===== config.mk =====
export PLATFORM = sky130hd
export DESIGN_NAME = dle_stx_etx_payload_deframer
export DESIGN_NICKNAME = d
export VERILOG_FILES = /design/src/dsd_pkg.sv /design/src/dsd_cfg.sv /design/src/dsd_core.sv /design/src/dsd_out.sv /design/src/dle_stx_etx_payload_deframer.sv
export SDC_FILE = /design/constraint.sdc
export NUM_CORES = 1
export LEC_CHECK = 0
export BUFFER_PORTS_ARGS = -buffer_cell sky130_fd_sc_hd__buf_4
export CORE_UTILIZATION = 40
export CTS_BUF_LIST = sky130_fd_sc_hd__clkbuf_8
export CTS_CLUSTER_SIZE = 10
export DETAILED_ROUTE_END_ITERATION = 10
export PLACE_DENSITY = 0.61
export REMOVE_ABC_BUFFERS = 1
export SLEW_MARGIN = 20
export SYNTH_ARGS = -nofsm -noshare
export SYNTH_HDL_FRONTEND = slang
export SYNTH_HIERARCHICAL = 1
export SYNTH_SLANG_ARGS = --single-unit

===== constraint.sdc =====
create_clock -name clk -period 5 [get_ports clk]
set_clock_uncertainty 0.2 [all_clocks]
set_input_delay 0.75 -clock clk [delete_from_list [all_inputs] [get_ports clk]]
set_output_delay 0.75 -clock clk [all_outputs]
set_load 0.05 [all_outputs]

===== src/dsd_pkg.sv =====
package dsd_pkg;

  localparam int DEF_FRAME_CAPACITY = 512;
  localparam int DEF_HEADER_BYTES   = 6;

  localparam logic [7:0] SYM_DLE = 8'h10;
  localparam logic [7:0] SYM_STX = 8'h02;
  localparam logic [7:0] SYM_ETX = 8'h03;

  // status codes
  localparam logic [2:0] ST_OK        = 3'd0;
  localparam logic [2:0] ST_TIMEOUT   = 3'd1;  // also empty frame
  localparam logic [2:0] ST_OVERFLOW  = 3'd2;
  localparam logic [2:0] ST_SHORT     = 3'd3;
  localparam logic [2:0] ST_EMPTY_PL  = 3'd4;
  localparam logic [2:0] ST_BEYOND    = 3'd5;
  localparam logic [2:0] ST_TOO_LARGE = 3'd6;
  localparam logic [2:0] ST_RESTART   = 3'd7;

  // configuration register indexes
  localparam int CFG_IDX_W = 1;
  localparam logic [CFG_IDX_W-1:0] REG_PAYLOAD_CAPACITY = 1'd0;
  localparam logic [CFG_IDX_W-1:0] REG_TIMEOUT_TICKS    = 1'd1;

  localparam logic [7:0]  RST_PAYLOAD_CAPACITY = 8'd255;
  localparam logic [15:0] RST_TIMEOUT_TICKS    = 16'd1500;

  typedef struct packed {
    logic [7:0]  payload_capacity;
    logic [15:0] timeout_ticks;
  } cfg_t;

  typedef struct packed {
    logic       valid;
    logic [7:0] out_byte;
    logic [7:0] out_index;
    logic [7:0] payload_len;
    logic [2:0] status;
    logic       last;
  } res_t;

endpackage


===== src/dsd_cfg.sv =====
module dsd_cfg
  import dsd_pkg::*;
(
  input  logic                 clk,
  input  logic                 rst,
  input  logic                 cfg_valid,
  output logic                 cfg_ready,
  input  logic [CFG_IDX_W-1:0] cfg_index,
  input  logic [15:0]          cfg_data,
  output cfg_t                 cfg
);

  assign cfg_ready = 1'b1;

  always_ff @(posedge clk) begin
    if (rst) begin
      cfg.payload_capacity <= RST_PAYLOAD_CAPACITY;
      cfg.timeout_ticks    <= RST_TIMEOUT_TICKS;
    end else if (cfg_valid) begin
      unique case (cfg_index)
        REG_PAYLOAD_CAPACITY: cfg.payload_capacity <= cfg_data[7:0];
        REG_TIMEOUT_TICKS:    cfg.timeout_ticks    <= cfg_data;
        default: ;
      endcase
    end
  end

endmodule


===== src/dsd_core.sv =====
module dsd_core
  import dsd_pkg::*;
#(
  parameter int FRAME_CAPACITY = DEF_FRAME_CAPACITY,
  parameter int HEADER_BYTES   = DEF_HEADER_BYTES
) (
  input  logic       clk,
  input  logic       rst,
  input  logic       s_valid,
  output logic       s_ready,
  input  logic       s_action,
  input  logic [7:0] s_byte,
  input  cfg_t       cfg,
  input  logic       out_free,
  output res_t       res,
  output logic       res_load
);

  localparam int POS_W = $clog2(FRAME_CAPACITY + 1);
  localparam int CMP_W = ((POS_W > 9) ? POS_W : 9) + 1;
  localparam logic [CMP_W-1:0] CAP   = CMP_W'(FRAME_CAPACITY);
  localparam logic [CMP_W-1:0] HB    = CMP_W'(HEADER_BYTES);
  localparam logic [CMP_W-1:0] HB_M1 = CMP_W'(HEADER_BYTES - 1);

  // input register
  logic       in_valid;
  logic       in_action;
  logic [7:0] in_byte;
  logic       fire;

  // frame state
  logic             inside_frame,   inside_frame_next;
  logic             escape_pending, escape_pending_next;
  logic [POS_W-1:0] frame_position, frame_position_next;
  logic [7:0]       header_length,  header_length_next;
  logic [15:0]      tick_count,     tick_count_next;

  logic [15:0]      tick_inc;
  logic [15:0]      tick_limit;
  logic [CMP_W-1:0] pos_x;
  logic [CMP_W-1:0] hl_x;
  logic [CMP_W-1:0] pl_idx;
  logic             do_store;
  logic             do_close;
  logic             do_finish;
  logic [2:0]       fin_status;

  assign fire     = in_valid && out_free;
  assign s_ready  = !in_valid || out_free;
  assign res_load = fire;

  always_ff @(posedge clk) begin
    if (rst) begin
      in_valid <= 1'b0;
    end else if (s_ready) begin
      in_valid <= s_valid;
    end
  end

  always_ff @(posedge clk) begin
    if (s_valid && s_ready) begin
      in_action <= s_action;
      in_byte   <= s_byte;
    end
  end

  assign tick_inc   = tick_count + 16'd1;
  assign tick_limit = (cfg.timeout_ticks == 16'd0) ? 16'd1 : cfg.timeout_ticks;
  assign pos_x      = CMP_W'(frame_position);
  assign hl_x       = CMP_W'(header_length);
  assign pl_idx     = pos_x - HB;

  always_comb begin
    inside_frame_next   = inside_frame;
    escape_pending_next = escape_pending;
    frame_position_next = frame_position;
    header_length_next  = header_length;
    tick_count_next     = tick_count;
    res                 = '0;
    do_store            = 1'b0;
    do_close            = 1'b0;
    do_finish           = 1'b0;
    fin_status          = ST_OK;

    if (in_action) begin
      if (tick_inc >= tick_limit) begin
        do_finish  = 1'b1;
        fin_status = ST_TIMEOUT;
      end else begin
        tick_count_next = tick_inc;
      end
    end else if (!inside_frame) begin
      // hunt for the start sequence
      if (escape_pending && in_byte == SYM_STX) begin
        inside_frame_next   = 1'b1;
        escape_pending_next = 1'b0;
        frame_position_next = '0;
        header_length_next  = '0;
      end else begin
        escape_pending_next = (in_byte == SYM_DLE);
      end
    end else if (!escape_pending) begin
      if (in_byte == SYM_DLE) begin
        escape_pending_next = 1'b1;
      end else begin
        do_store = 1'b1;
      end
    end else begin
      escape_pending_next = 1'b0;
      if (in_byte == SYM_ETX) begin
        do_close = 1'b1;
      end else if (in_byte == SYM_STX) begin
        res.valid           = 1'b1;
        res.payload_len     = header_length;
        res.status          = ST_RESTART;
        res.last            = 1'b1;
        frame_position_next = '0;
        header_length_next  = '0;
      end else begin
        do_store = 1'b1;
      end
    end

    if (do_store) begin
      if (pos_x >= CAP) begin
        do_finish  = 1'b1;
        fin_status = ST_OVERFLOW;
      end else begin
        frame_position_next = frame_position + POS_W'(1);
        if (pos_x == HB_M1) begin
          header_length_next = in_byte;
        end else if (pos_x >= HB && pl_idx < hl_x) begin
          res.valid       = 1'b1;
          res.out_byte    = in_byte;
          res.out_index   = pl_idx[7:0];
          res.payload_len = header_length;
        end
      end
    end

    if (do_close) begin
      do_finish = 1'b1;
      if (pos_x == '0) begin
        fin_status = ST_TIMEOUT;
      end else if (pos_x <= HB) begin
        fin_status = ST_SHORT;
      end else if (header_length == 8'd0) begin
        fin_status = ST_EMPTY_PL;
      end else if (HB + hl_x > pos_x) begin
        fin_status = ST_BEYOND;
      end else if (header_length > cfg.payload_capacity) begin
        fin_status = ST_TOO_LARGE;
      end else begin
        fin_status = ST_OK;
      end
    end

    if (do_finish) begin
      res.valid           = 1'b1;
      res.out_byte        = '0;
      res.out_index       = '0;
      res.payload_len     = header_length;
      res.status          = fin_status;
      res.last            = 1'b1;
      inside_frame_next   = 1'b0;
      escape_pending_next = 1'b0;
      frame_position_next = '0;
      header_length_next  = '0;
      tick_count_next     = '0;
    end
  end

  always_ff @(posedge clk) begin
    if (rst) begin
      inside_frame   <= 1'b0;
      escape_pending <= 1'b0;
      frame_position <= '0;
      header_length  <= '0;
      tick_count     <= '0;
    end else if (fire) begin
      inside_frame   <= inside_frame_next;
      escape_pending <= escape_pending_next;
      frame_position <= frame_position_next;
      header_length  <= header_length_next;
      tick_count     <= tick_count_next;
    end
  end

  // payload bytes only go out below the header length
  a_index_in_range: assert property (@(posedge clk) disable iff (rst)
    (fire && res.valid && !res.last) |-> (CMP_W'(res.out_index) < hl_x))
    else $error("payload index not below header length");

  // every closing status except restart drops back to hunting with a fresh timer
  a_finish_clears: assert property (@(posedge clk) disable iff (rst)
    (fire && res.valid && res.last && res.status != ST_RESTART)
      |=> (!inside_frame && tick_count == 16'd0))
    else $error("frame state not cleared after closing status");

  // while hunting no frame bytes are counted
  a_hunt_clean: assert property (@(posedge clk) disable iff (rst)
    !inside_frame |-> (frame_position == '0 && header_length == 8'd0))
    else $error("frame counters nonzero while hunting");

  a_pos_bound: assert property (@(posedge clk) disable iff (rst)
    pos_x <= CAP)
    else $error("frame position beyond capacity");

endmodule


===== src/dsd_out.sv =====
module dsd_out
  import dsd_pkg::*;
(
  input  logic        clk,
  input  logic        rst,
  input  res_t        res,
  input  logic        res_load,
  output logic        out_free,
  output logic        m_axis_tvalid,
  input  logic        m_axis_tready,
  output logic [23:0] m_axis_tdata,
  output logic [2:0]  m_axis_tuser,
  output logic        m_axis_tlast
);

  logic       out_valid;
  logic [7:0] out_byte;
  logic [7:0] out_index;
  logic [7:0] out_len;
  logic [2:0] out_status;
  logic       out_last;

  assign out_free = !out_valid || m_axis_tready;

  always_ff @(posedge clk) begin
    if (rst) begin
      out_valid <= 1'b0;
    end else if (out_free) begin
      out_valid <= res_load && res.valid;
    end
  end

  always_ff @(posedge clk) begin
    if (out_free && res_load && res.valid) begin
      out_byte   <= res.out_byte;
      out_index  <= res.out_index;
      out_len    <= res.payload_len;
      out_status <= res.status;
      out_last   <= res.last;
    end
  end

  assign m_axis_tvalid = out_valid;
  assign m_axis_tdata  = {out_len, out_index, out_byte};
  assign m_axis_tuser  = out_status;
  assign m_axis_tlast  = out_last;

endmodule


===== src/dle_stx_etx_payload_deframer.sv =====
// a result reaches the output through the input register, then the result register
// throughput: one input item per cycle while results are taken; a stalled result
// holds the core, and the input stalls once the input register is also full
// reset (rst, synchronous): back to hunting for DLE STX, timer and counters cleared,
// payload_capacity = 255, timeout_ticks = 1500, no result pending
module dle_stx_etx_payload_deframer
  import dsd_pkg::*;
#(
  parameter int FRAME_CAPACITY = DEF_FRAME_CAPACITY,
  parameter int HEADER_BYTES   = DEF_HEADER_BYTES
) (
  input  logic                 clk,
  input  logic                 rst,
  input  logic                 s_axis_tvalid,
  output logic                 s_axis_tready,
  input  logic [7:0]           s_axis_tdata,   // rx_byte
  input  logic                 s_axis_tuser,   // action
  output logic                 m_axis_tvalid,
  input  logic                 m_axis_tready,
  output logic [23:0]          m_axis_tdata,   // out_byte, out_index, payload_len
  output logic [2:0]           m_axis_tuser,   // status
  output logic                 m_axis_tlast,
  input  logic                 cfg_valid,
  output logic                 cfg_ready,
  input  logic [CFG_IDX_W-1:0] cfg_index,
  input  logic [15:0]          cfg_data
);

  cfg_t cfg;
  res_t res;
  logic res_load;
  logic out_free;

  dsd_cfg u_cfg (
    .clk       (clk),
    .rst       (rst),
    .cfg_valid (cfg_valid),
    .cfg_ready (cfg_ready),
    .cfg_index (cfg_index),
    .cfg_data  (cfg_data),
    .cfg       (cfg)
  );

  dsd_core #(
    .FRAME_CAPACITY (FRAME_CAPACITY),
    .HEADER_BYTES   (HEADER_BYTES)
  ) u_core (
    .clk      (clk),
    .rst      (rst),
    .s_valid  (s_axis_tvalid),
    .s_ready  (s_axis_tready),
    .s_action (s_axis_tuser),
    .s_byte   (s_axis_tdata),
    .cfg      (cfg),
    .out_free (out_free),
    .res      (res),
    .res_load (res_load)
  );

  dsd_out u_out (
    .clk           (clk),
    .rst           (rst),
    .res           (res),
    .res_load      (res_load),
    .out_free      (out_free),
    .m_axis_tvalid (m_axis_tvalid),
    .m_axis_tready (m_axis_tready),
    .m_axis_tdata  (m_axis_tdata),
    .m_axis_tuser  (m_axis_tuser),
    .m_axis_tlast  (m_axis_tlast)
  );

endmodule


==> results of run 1 <==
## synth_stat cells, types with 6 or more instances
cell type | count | area, sq um
buf_2 | 6 | 30.0
o21ai_0 | 33 | 165
nor2b_1 | 6 | 37.5
xnor2_1 | 16 | 140
inv_1 | 68 | 255
nand3b_1 | 6 | 45.0
ha_1 | 46 | 576
nor4_1 | 10 | 62.6
nand2b_1 | 7 | 43.8
xor2_1 | 9 | 78.8
or3_1 | 6 | 37.5
or4_1 | 8 | 60.1
clkbuf_1 | 13 | 48.8
buf_6 | 6 | 67.6
a21bo_1 | 6 | 60.1
mux2i_1 | 9 | 90.1
nand2_1 | 52 | 195
nor3_1 | 8 | 40.0
a21oi_2 | 7 | 61.3
a211oi_1 | 11 | 82.6
a21oi_1 | 41 | 205
and3_1 | 9 | 56.3
nand4_1 | 15 | 93.8
nand3_1 | 20 | 100
nor2_1 | 47 | 176
dfxtp_1 | 62 | 1240
nand4b_1 | 6 | 52.6
edfxtp_1 | 37 | 1110
## cell type report
class | instances | area (sq um) | area share [%]
Inverter | 68 | 255 | 3.80
Clock inverter | 7 | 118 | 1.75
Clock buffer | 9 | 124 | 1.84
Timing Repair Buffer | 64 | 480 | 7.15
Sequential cell | 99 | 2350 | 35.0
Multi-Input combinational cell | 454 | 3160 | 47.0
Tap cell | 184 | 230 | 3.43
## worst max-delay path, stage by stage (launching register included)
cell and delay, ns:
dfxtp_1 0.41, ha_1 0.25, nand3_1 0.21, nor2_2 0.34
and4_1 0.25, xnor2_1 0.15, inv_1 0.08, ha_1 0.28
nand4_1 0.11, or3_1 0.43, a2111oi_2 0.38, o31ai_2 0.14
and4_1 0.34, nand2_1 0.14, nand2_2 0.10, nor2b_4 0.12
buf_4 0.33
## worst max-delay path by stage
stage	slack [ns]	start	to
final	0.39	u_core/tick_count[0]$_SDFFE_PP0P_	u_out/out_byte[2]$_DFFE_PP_
after CTS	0.31	u_core/tick_count[0]$_SDFFE_PP0P_	u_out/out_byte[2]$_DFFE_PP_
after global placement	0.52	u_core/tick_count[0]$_SDFFE_PP0P_	u_out/out_index[5]$_DFFE_PP_
after detailed placement	0.34	u_core/tick_count[0]$_SDFFE_PP0P_	u_out/out_index[4]$_DFFE_PP_
after global routing	0.13	u_core/tick_count[0]$_SDFFE_PP0P_	u_out/out_byte[1]$_DFFE_PP_
after floorplan	0.58	u_core/tick_count[0]$_SDFFE_PP0P_	u_out/m_axis_tlast$_DFFE_PP_
## state kept, by name (all words and copies together), names as in the netlist
register               cells
u_cfg/cfg                 24
u_out/out_len              8
u_core/tick_count         16
u_core/escape_pending      1
u_core/frame_position     10
u_core/in_action           1
u_out/m_axis_tlast         1
u_out/m_axis_tuser         3
u_out/out_index            8
u_core/in_byte             8
u_out/m_axis_tvalid        1
u_core/header_length       8
u_out/out_byte             8
u_core/in_valid            1
u_core/inside_frame        1
## routing by layer
| layer | global-route usage (%) | share of wire [%] |
|---|---|---|
| met5 | 0 | 0 |
| met4 | 7.59 | 1.9 |
| met3 | 3.34 | 4.3 |
| met2 | 30.0 | 45 |
| met1 | 26.7 | 49 |
## through the flow
stage	hold WS, ns	setup slack, ns	std cells
after global placement	0.267	0.518	869
after detailed placement	0.280	0.343	869
after CTS	0.297	0.309	885
final	0.290	0.392	885
after global routing	0.309	0.128	885
after floorplan	0.245	0.585	621
## cells by family after synthesis
| logic type | count (synthesis) | synth area share, % |
|---|---|---|
| muxes | 9 | 1.51 |
| xor gates and xnor gates | 25 | 3.68 |
| buffers and inverters | 98 | 7.52 |
| and+or+nand+nor | 227 | 21.4 |
| other | 1 | 0.0630 |
| DFF | 99 | 39.5 |
| AOI/OAI and AO/OA | 146 | 16.7 |
| adders and majority gates | 46 | 9.67 |
## power by group
part	switching, W	internal, W	total (W)
Clock	0.000299	0.000334	0.000633
Sequential	0.0000205	0.000851	0.000871
Combinational	0.0000685	0.0000523	0.000121
Total	0.000388	0.00124	0.00163
==> run summary, run 1 <==
Status: finished, final reports clean
Slew HR: 44.3%
Layout cells sized above 1: 15.7%
DRT antenna net count: 0
CP endpoint kind: register
Vias per Instance: 5.51
R2r worst-path depth: 16
Setup crit start kind: register
Hold_buf cts: 0
Setup Viol. Count Final: 0
Hold Path Sink: u_core/tick_count[1]$_SDFFE_PP0P_
RSZ-0062 raised after global routing: false
Final hold vios: 0
Slew @ Worst Pin: 0.836 ns
Number of synthesized register bits: 99
Worst Path Required: 4.85 ns
Final RePlAce weighted congestion: 0.860
Sink Count: 99
P_leak: 2.86 nW
Detailed Route Iter0 Violations: 315
Initial antenna violation count: 0
Nets: 773
CTS Buf Count: 9
Min-delay src: u_core/tick_count[1]$_SDFFE_PP0P_
DRT Pass-1 Iters: 5
DR WL/cell: 15.9 um
Total Power: 0.00163 W
Fin crit share: 92.2%
CTS tree: built
Cell count after synthesis: 651
Post-CTS Setup Bufs: 0
Syn_area_per_cell: 9.14 sq um
Clk buf depth: 2
Total GRT Usage: 19.3%
Port bufs: 60
Fin area: 0.00672 sq mm
Post-synth cell types: 72
First-pass GRT wire length: 23000 um
Vias in the first global route: 4643
R2R Path End: u_out/out_byte[2]$_DFFE_PP_
Core Util, Final: 46.2%
Clock Latency Late Sink: 0.39 ns
R2R setup slack: 0.39 ns
Clock transition at the registers of the reported paths: 0.10 ns
Top FF cell, synth: dfxtp_1
Critical Path Fanout Max: 28
Cells resized by post-CTS repair: 0
Fin crit period: 4.61 ns
Setup total negative slack: 0 ns
Power Density: 242 mW/mm^2
Max VDD drop: 134 uV
Remaining Overflow, GRT: 0
Fmax: 0.217 GHz
DRC: 0
Sequential share of the synthesized area: 39.5%
Worst hold path type: reg -> reg
Num rows: 44
Synthesized area: 0.00595 sq mm
Clk root buf: clkbuf_8
Largest net degree at the start of global routing: 67
Via count: 4873
Placed Area: 0.00647 sq mm
Hold Path Depth: 2
Max Transition Viols Final: 0
Max Cap Viol: 0
ANT cells: 0
Routed wire length: 14000 um
Die X: 124 um
Worst Setup Path Type: reg -> reg
EDFF count, synth: 37
Top-Level Pins: 62
Commonest non-fill, non-tap cells in the layout: 70 x inv_1, 64 x buf_4, 62 x dfxtp_1
Leading cell type in the layout, fill and taps excluded: inv_1
Die Y: 124 um
YS warnings: 6
Initial Utilization: 41.0%
DIE AREA: 0.0154 sq mm
Area delta synth->final: 12.8%
FFs w/ async S/R, synth: 0%
Worst r2r src: u_core/tick_count[0]$_SDFFE_PP0P_
CP Data Arrival Time: 4.46 ns
Detailed Place HPWL: 10200 um
H-tree depth: 3
Layout filler cell count: 1437
Core ar.: 0.0145 sq mm
Note: power is estimated with default switching activity, not from simulation.
==> run 2, diff against run 1 <==
==> constraint.sdc (replaced) <==
create_clock -name clk -period 5.6 [get_ports clk]
set_clock_uncertainty 0.2 [all_clocks]
set_input_delay 0.84 -clock clk [delete_from_list [all_inputs] [get_ports clk]]
set_output_delay 0.84 -clock clk [all_outputs]
set_load 0.05 [all_outputs]
==> run 2 against run 1 <==
Against the previous run: core utilization fell by 0.62 points; maximum frequency fell by 6.8%; worst setup slack improved by 0.27 ns; critical path type unchanged; highest routed layer unchanged.
==> run summary, run 2 (synthesized netlist as in run 1, its figures left out) <==
Status: finished, final reports clean
Cell depth of the worst setup path: 15
Combinational Power Share: 8.3%
Via count: 4917
CTS tree: built
Critical-path cell list: ha_1, nand3_1, nor2_1, and4_1, xnor2_1, inv_1, ha_1, nand4_1, or3_1, a2111oi_2, o31ai_2, and4_1, nand2_1, nand2_2, nor2b_4
First-pass GRT wire length: 22700 um
Critical Path Fanout Max: 28
Vias per Instance: 5.57
Max Cap Viol: 0
Layout cells sized above 1: 15.3%
Final RePlAce weighted congestion: 0.829
Setup total negative slack: 0 ns
Remaining Overflow, GRT: 0
NetSw: 0.000342 W
Initial antenna violation count: 0
Top reg by flops: u_cfg/cfg
Initial Utilization: 41.0%
Clk pwr share: 32.4%
Detailed Place HPWL: 10300 um
Sequential share of power: 59.4%
P_leak: 2.81 nW
Routed wire length: 14100 um
Max VDD drop: 157 uV
Total GRT Usage: 19.1%
R2r worst-path depth: 15
Largest registers: u_cfg/cfg (24), u_core/tick_count (16), u_core/frame_position (10)
Hold_buf cts: 0
DRT antenna net count: 0
ANT cells: 0
Crit path buffers/inverters: 1
Max FFs per register: 24
Power Density: 198 mW/mm^2
Setup crit start kind: register
Max Transition Viols Final: 0
Hold slack: 0.285 ns
Nets: 771
Num rows: 44
Core ar.: 0.0145 sq mm
Clock transition at the registers of the reported paths: 0.09 ns
H-tree depth: 3
Met2 Use GR: 29.5%
P_int: 0.000967 W
Fmax: 0.202 GHz
Worst Path Required: 5.43 ns
DRC: 0
DR WL/cell: 16.0 um
Detailed Route Iter0 Violations: 448
Sink Count: 99
Slew @ Worst Pin: 1.00 ns
Switching Share: 26.1%
Area delta synth->final: 11.3%
CP Data Arrival Time: 4.77 ns
Port bufs: 60
Clock Latency Late Sink: 0.39 ns
Largest net degree at the start of global routing: 67
GRT Max-Usage Layer: met2
Slew HR: 32.6%
Max incr delay on CP: 0.64 ns
RSZ-0062 raised after global routing: false
DIE AREA: 0.0154 sq mm
Leading cell type in the layout, fill and taps excluded: inv_1
Top-Level Pins: 62
Fin crit period: 4.94 ns
Die Y: 124 um
Worst Setup Path Type: reg -> reg
Post-CTS Setup Bufs: 0
Setup Viol. Count Final: 0
Top delay family on crit path: simple AND/OR/NAND/NOR gates
Final hold vios: 0
CP endpoint kind: register
Vias in the first global route: 4528
Cells resized by post-CTS repair: 0
Met3 GRT Util: 3.53%
CTS Buf Count: 9
Die X: 124 um
Worst hold path type: reg -> reg
Hold Path Depth: 2
Total Power: 0.00131 W
DRT Pass-1 Iters: 6
GR Layer Usage met1: 26.7%
Slack of the critical path: 0.657 ns
Worst slack, placed: 0.710 ns
Clk buf depth: 2
Commonest non-fill, non-tap cells in the layout: 70 x inv_1, 62 x buf_4, 62 x dfxtp_1
Fin crit share: 88.3%
Clk root buf: clkbuf_8
Critical path's slowest cell: nor2b_4
==> run 2: cell type report <==
| cell class | instances | area, sq um |
|---|---|---|
| Tap cell | 184 | 230 |
| Sequential cell | 99 | 2350 |
| Fill cell | 1448 | 7910 |
| Clock inverter | 7 | 45.0 |
| Inverter | 68 | 255 |
| Timing Repair Buffer | 62 | 465 |
| Clock buffer | 9 | 124 |
| Multi-Input combinational cell | 454 | 3150 |
==> run 2: worst paths after layout <==
check                                      from                            endpoint  slack (ns)
max reg2reg   u_core/tick_count[0]$_SDFFE_PP0P_          u_out/out_len[7]$_DFFE_PP_        0.66
min reg2reg  u_core/tick_count[15]$_SDFFE_PP0P_  u_core/tick_count[15]$_SDFFE_PP0P_        0.28
min          u_core/tick_count[15]$_SDFFE_PP0P_  u_core/tick_count[15]$_SDFFE_PP0P_        0.28
max           u_core/tick_count[0]$_SDFFE_PP0P_          u_out/out_len[7]$_DFFE_PP_        0.66
==> run 2: power by group through the flow <==
stage / logic [W] / clock network [W] / registers (W)
6_report: 0.000108 / 0.000424 / 0.000778
5_1_grt: 0.000121 / 0.000463 / 0.000780
4_1_cts: 0.000109 / 0.000439 / 0.000778
3_5_place_dp: 0.000108 / 0 / 0.000794
3_3_place_gp: 0.000105 / 0 / 0.000794
2_1_floorplan: 0.0000634 / 0 / 0.000787
==> run 2: routing by layer <==
metal  share of wire (%)  up-vias
met3                 5.0       24
met4                 1.8        0
li1                    -     2425
met2                  46      147
met5                   0        -
met1                  47     2321
==> run 2: per-stage QoR <==
stage | std cells | util [%] | area, sq um
after floorplan | 621 | - | 5760
after global placement | 867 | 44.4 | 6460
after detailed placement | 867 | 44.4 | 6460
after CTS | 883 | 45.6 | 6630
after global routing | 883 | 45.6 | 6630
final | 883 | 45.6 | 6630
==> run 2: worst register-to-register path: stages, from the launching register on <==
cell and delay [ns]:
dfxtp_1 0.41, ha_1 0.25, nand3_1 0.19, nor2_1 0.46, and4_1 0.28, xnor2_1 0.16
inv_1 0.07, ha_1 0.27, nand4_1 0.11, or3_1 0.43, a2111oi_2 0.37, o31ai_2 0.13
and4_1 0.35, nand2_1 0.15, nand2_2 0.10, nor2b_4 0.64
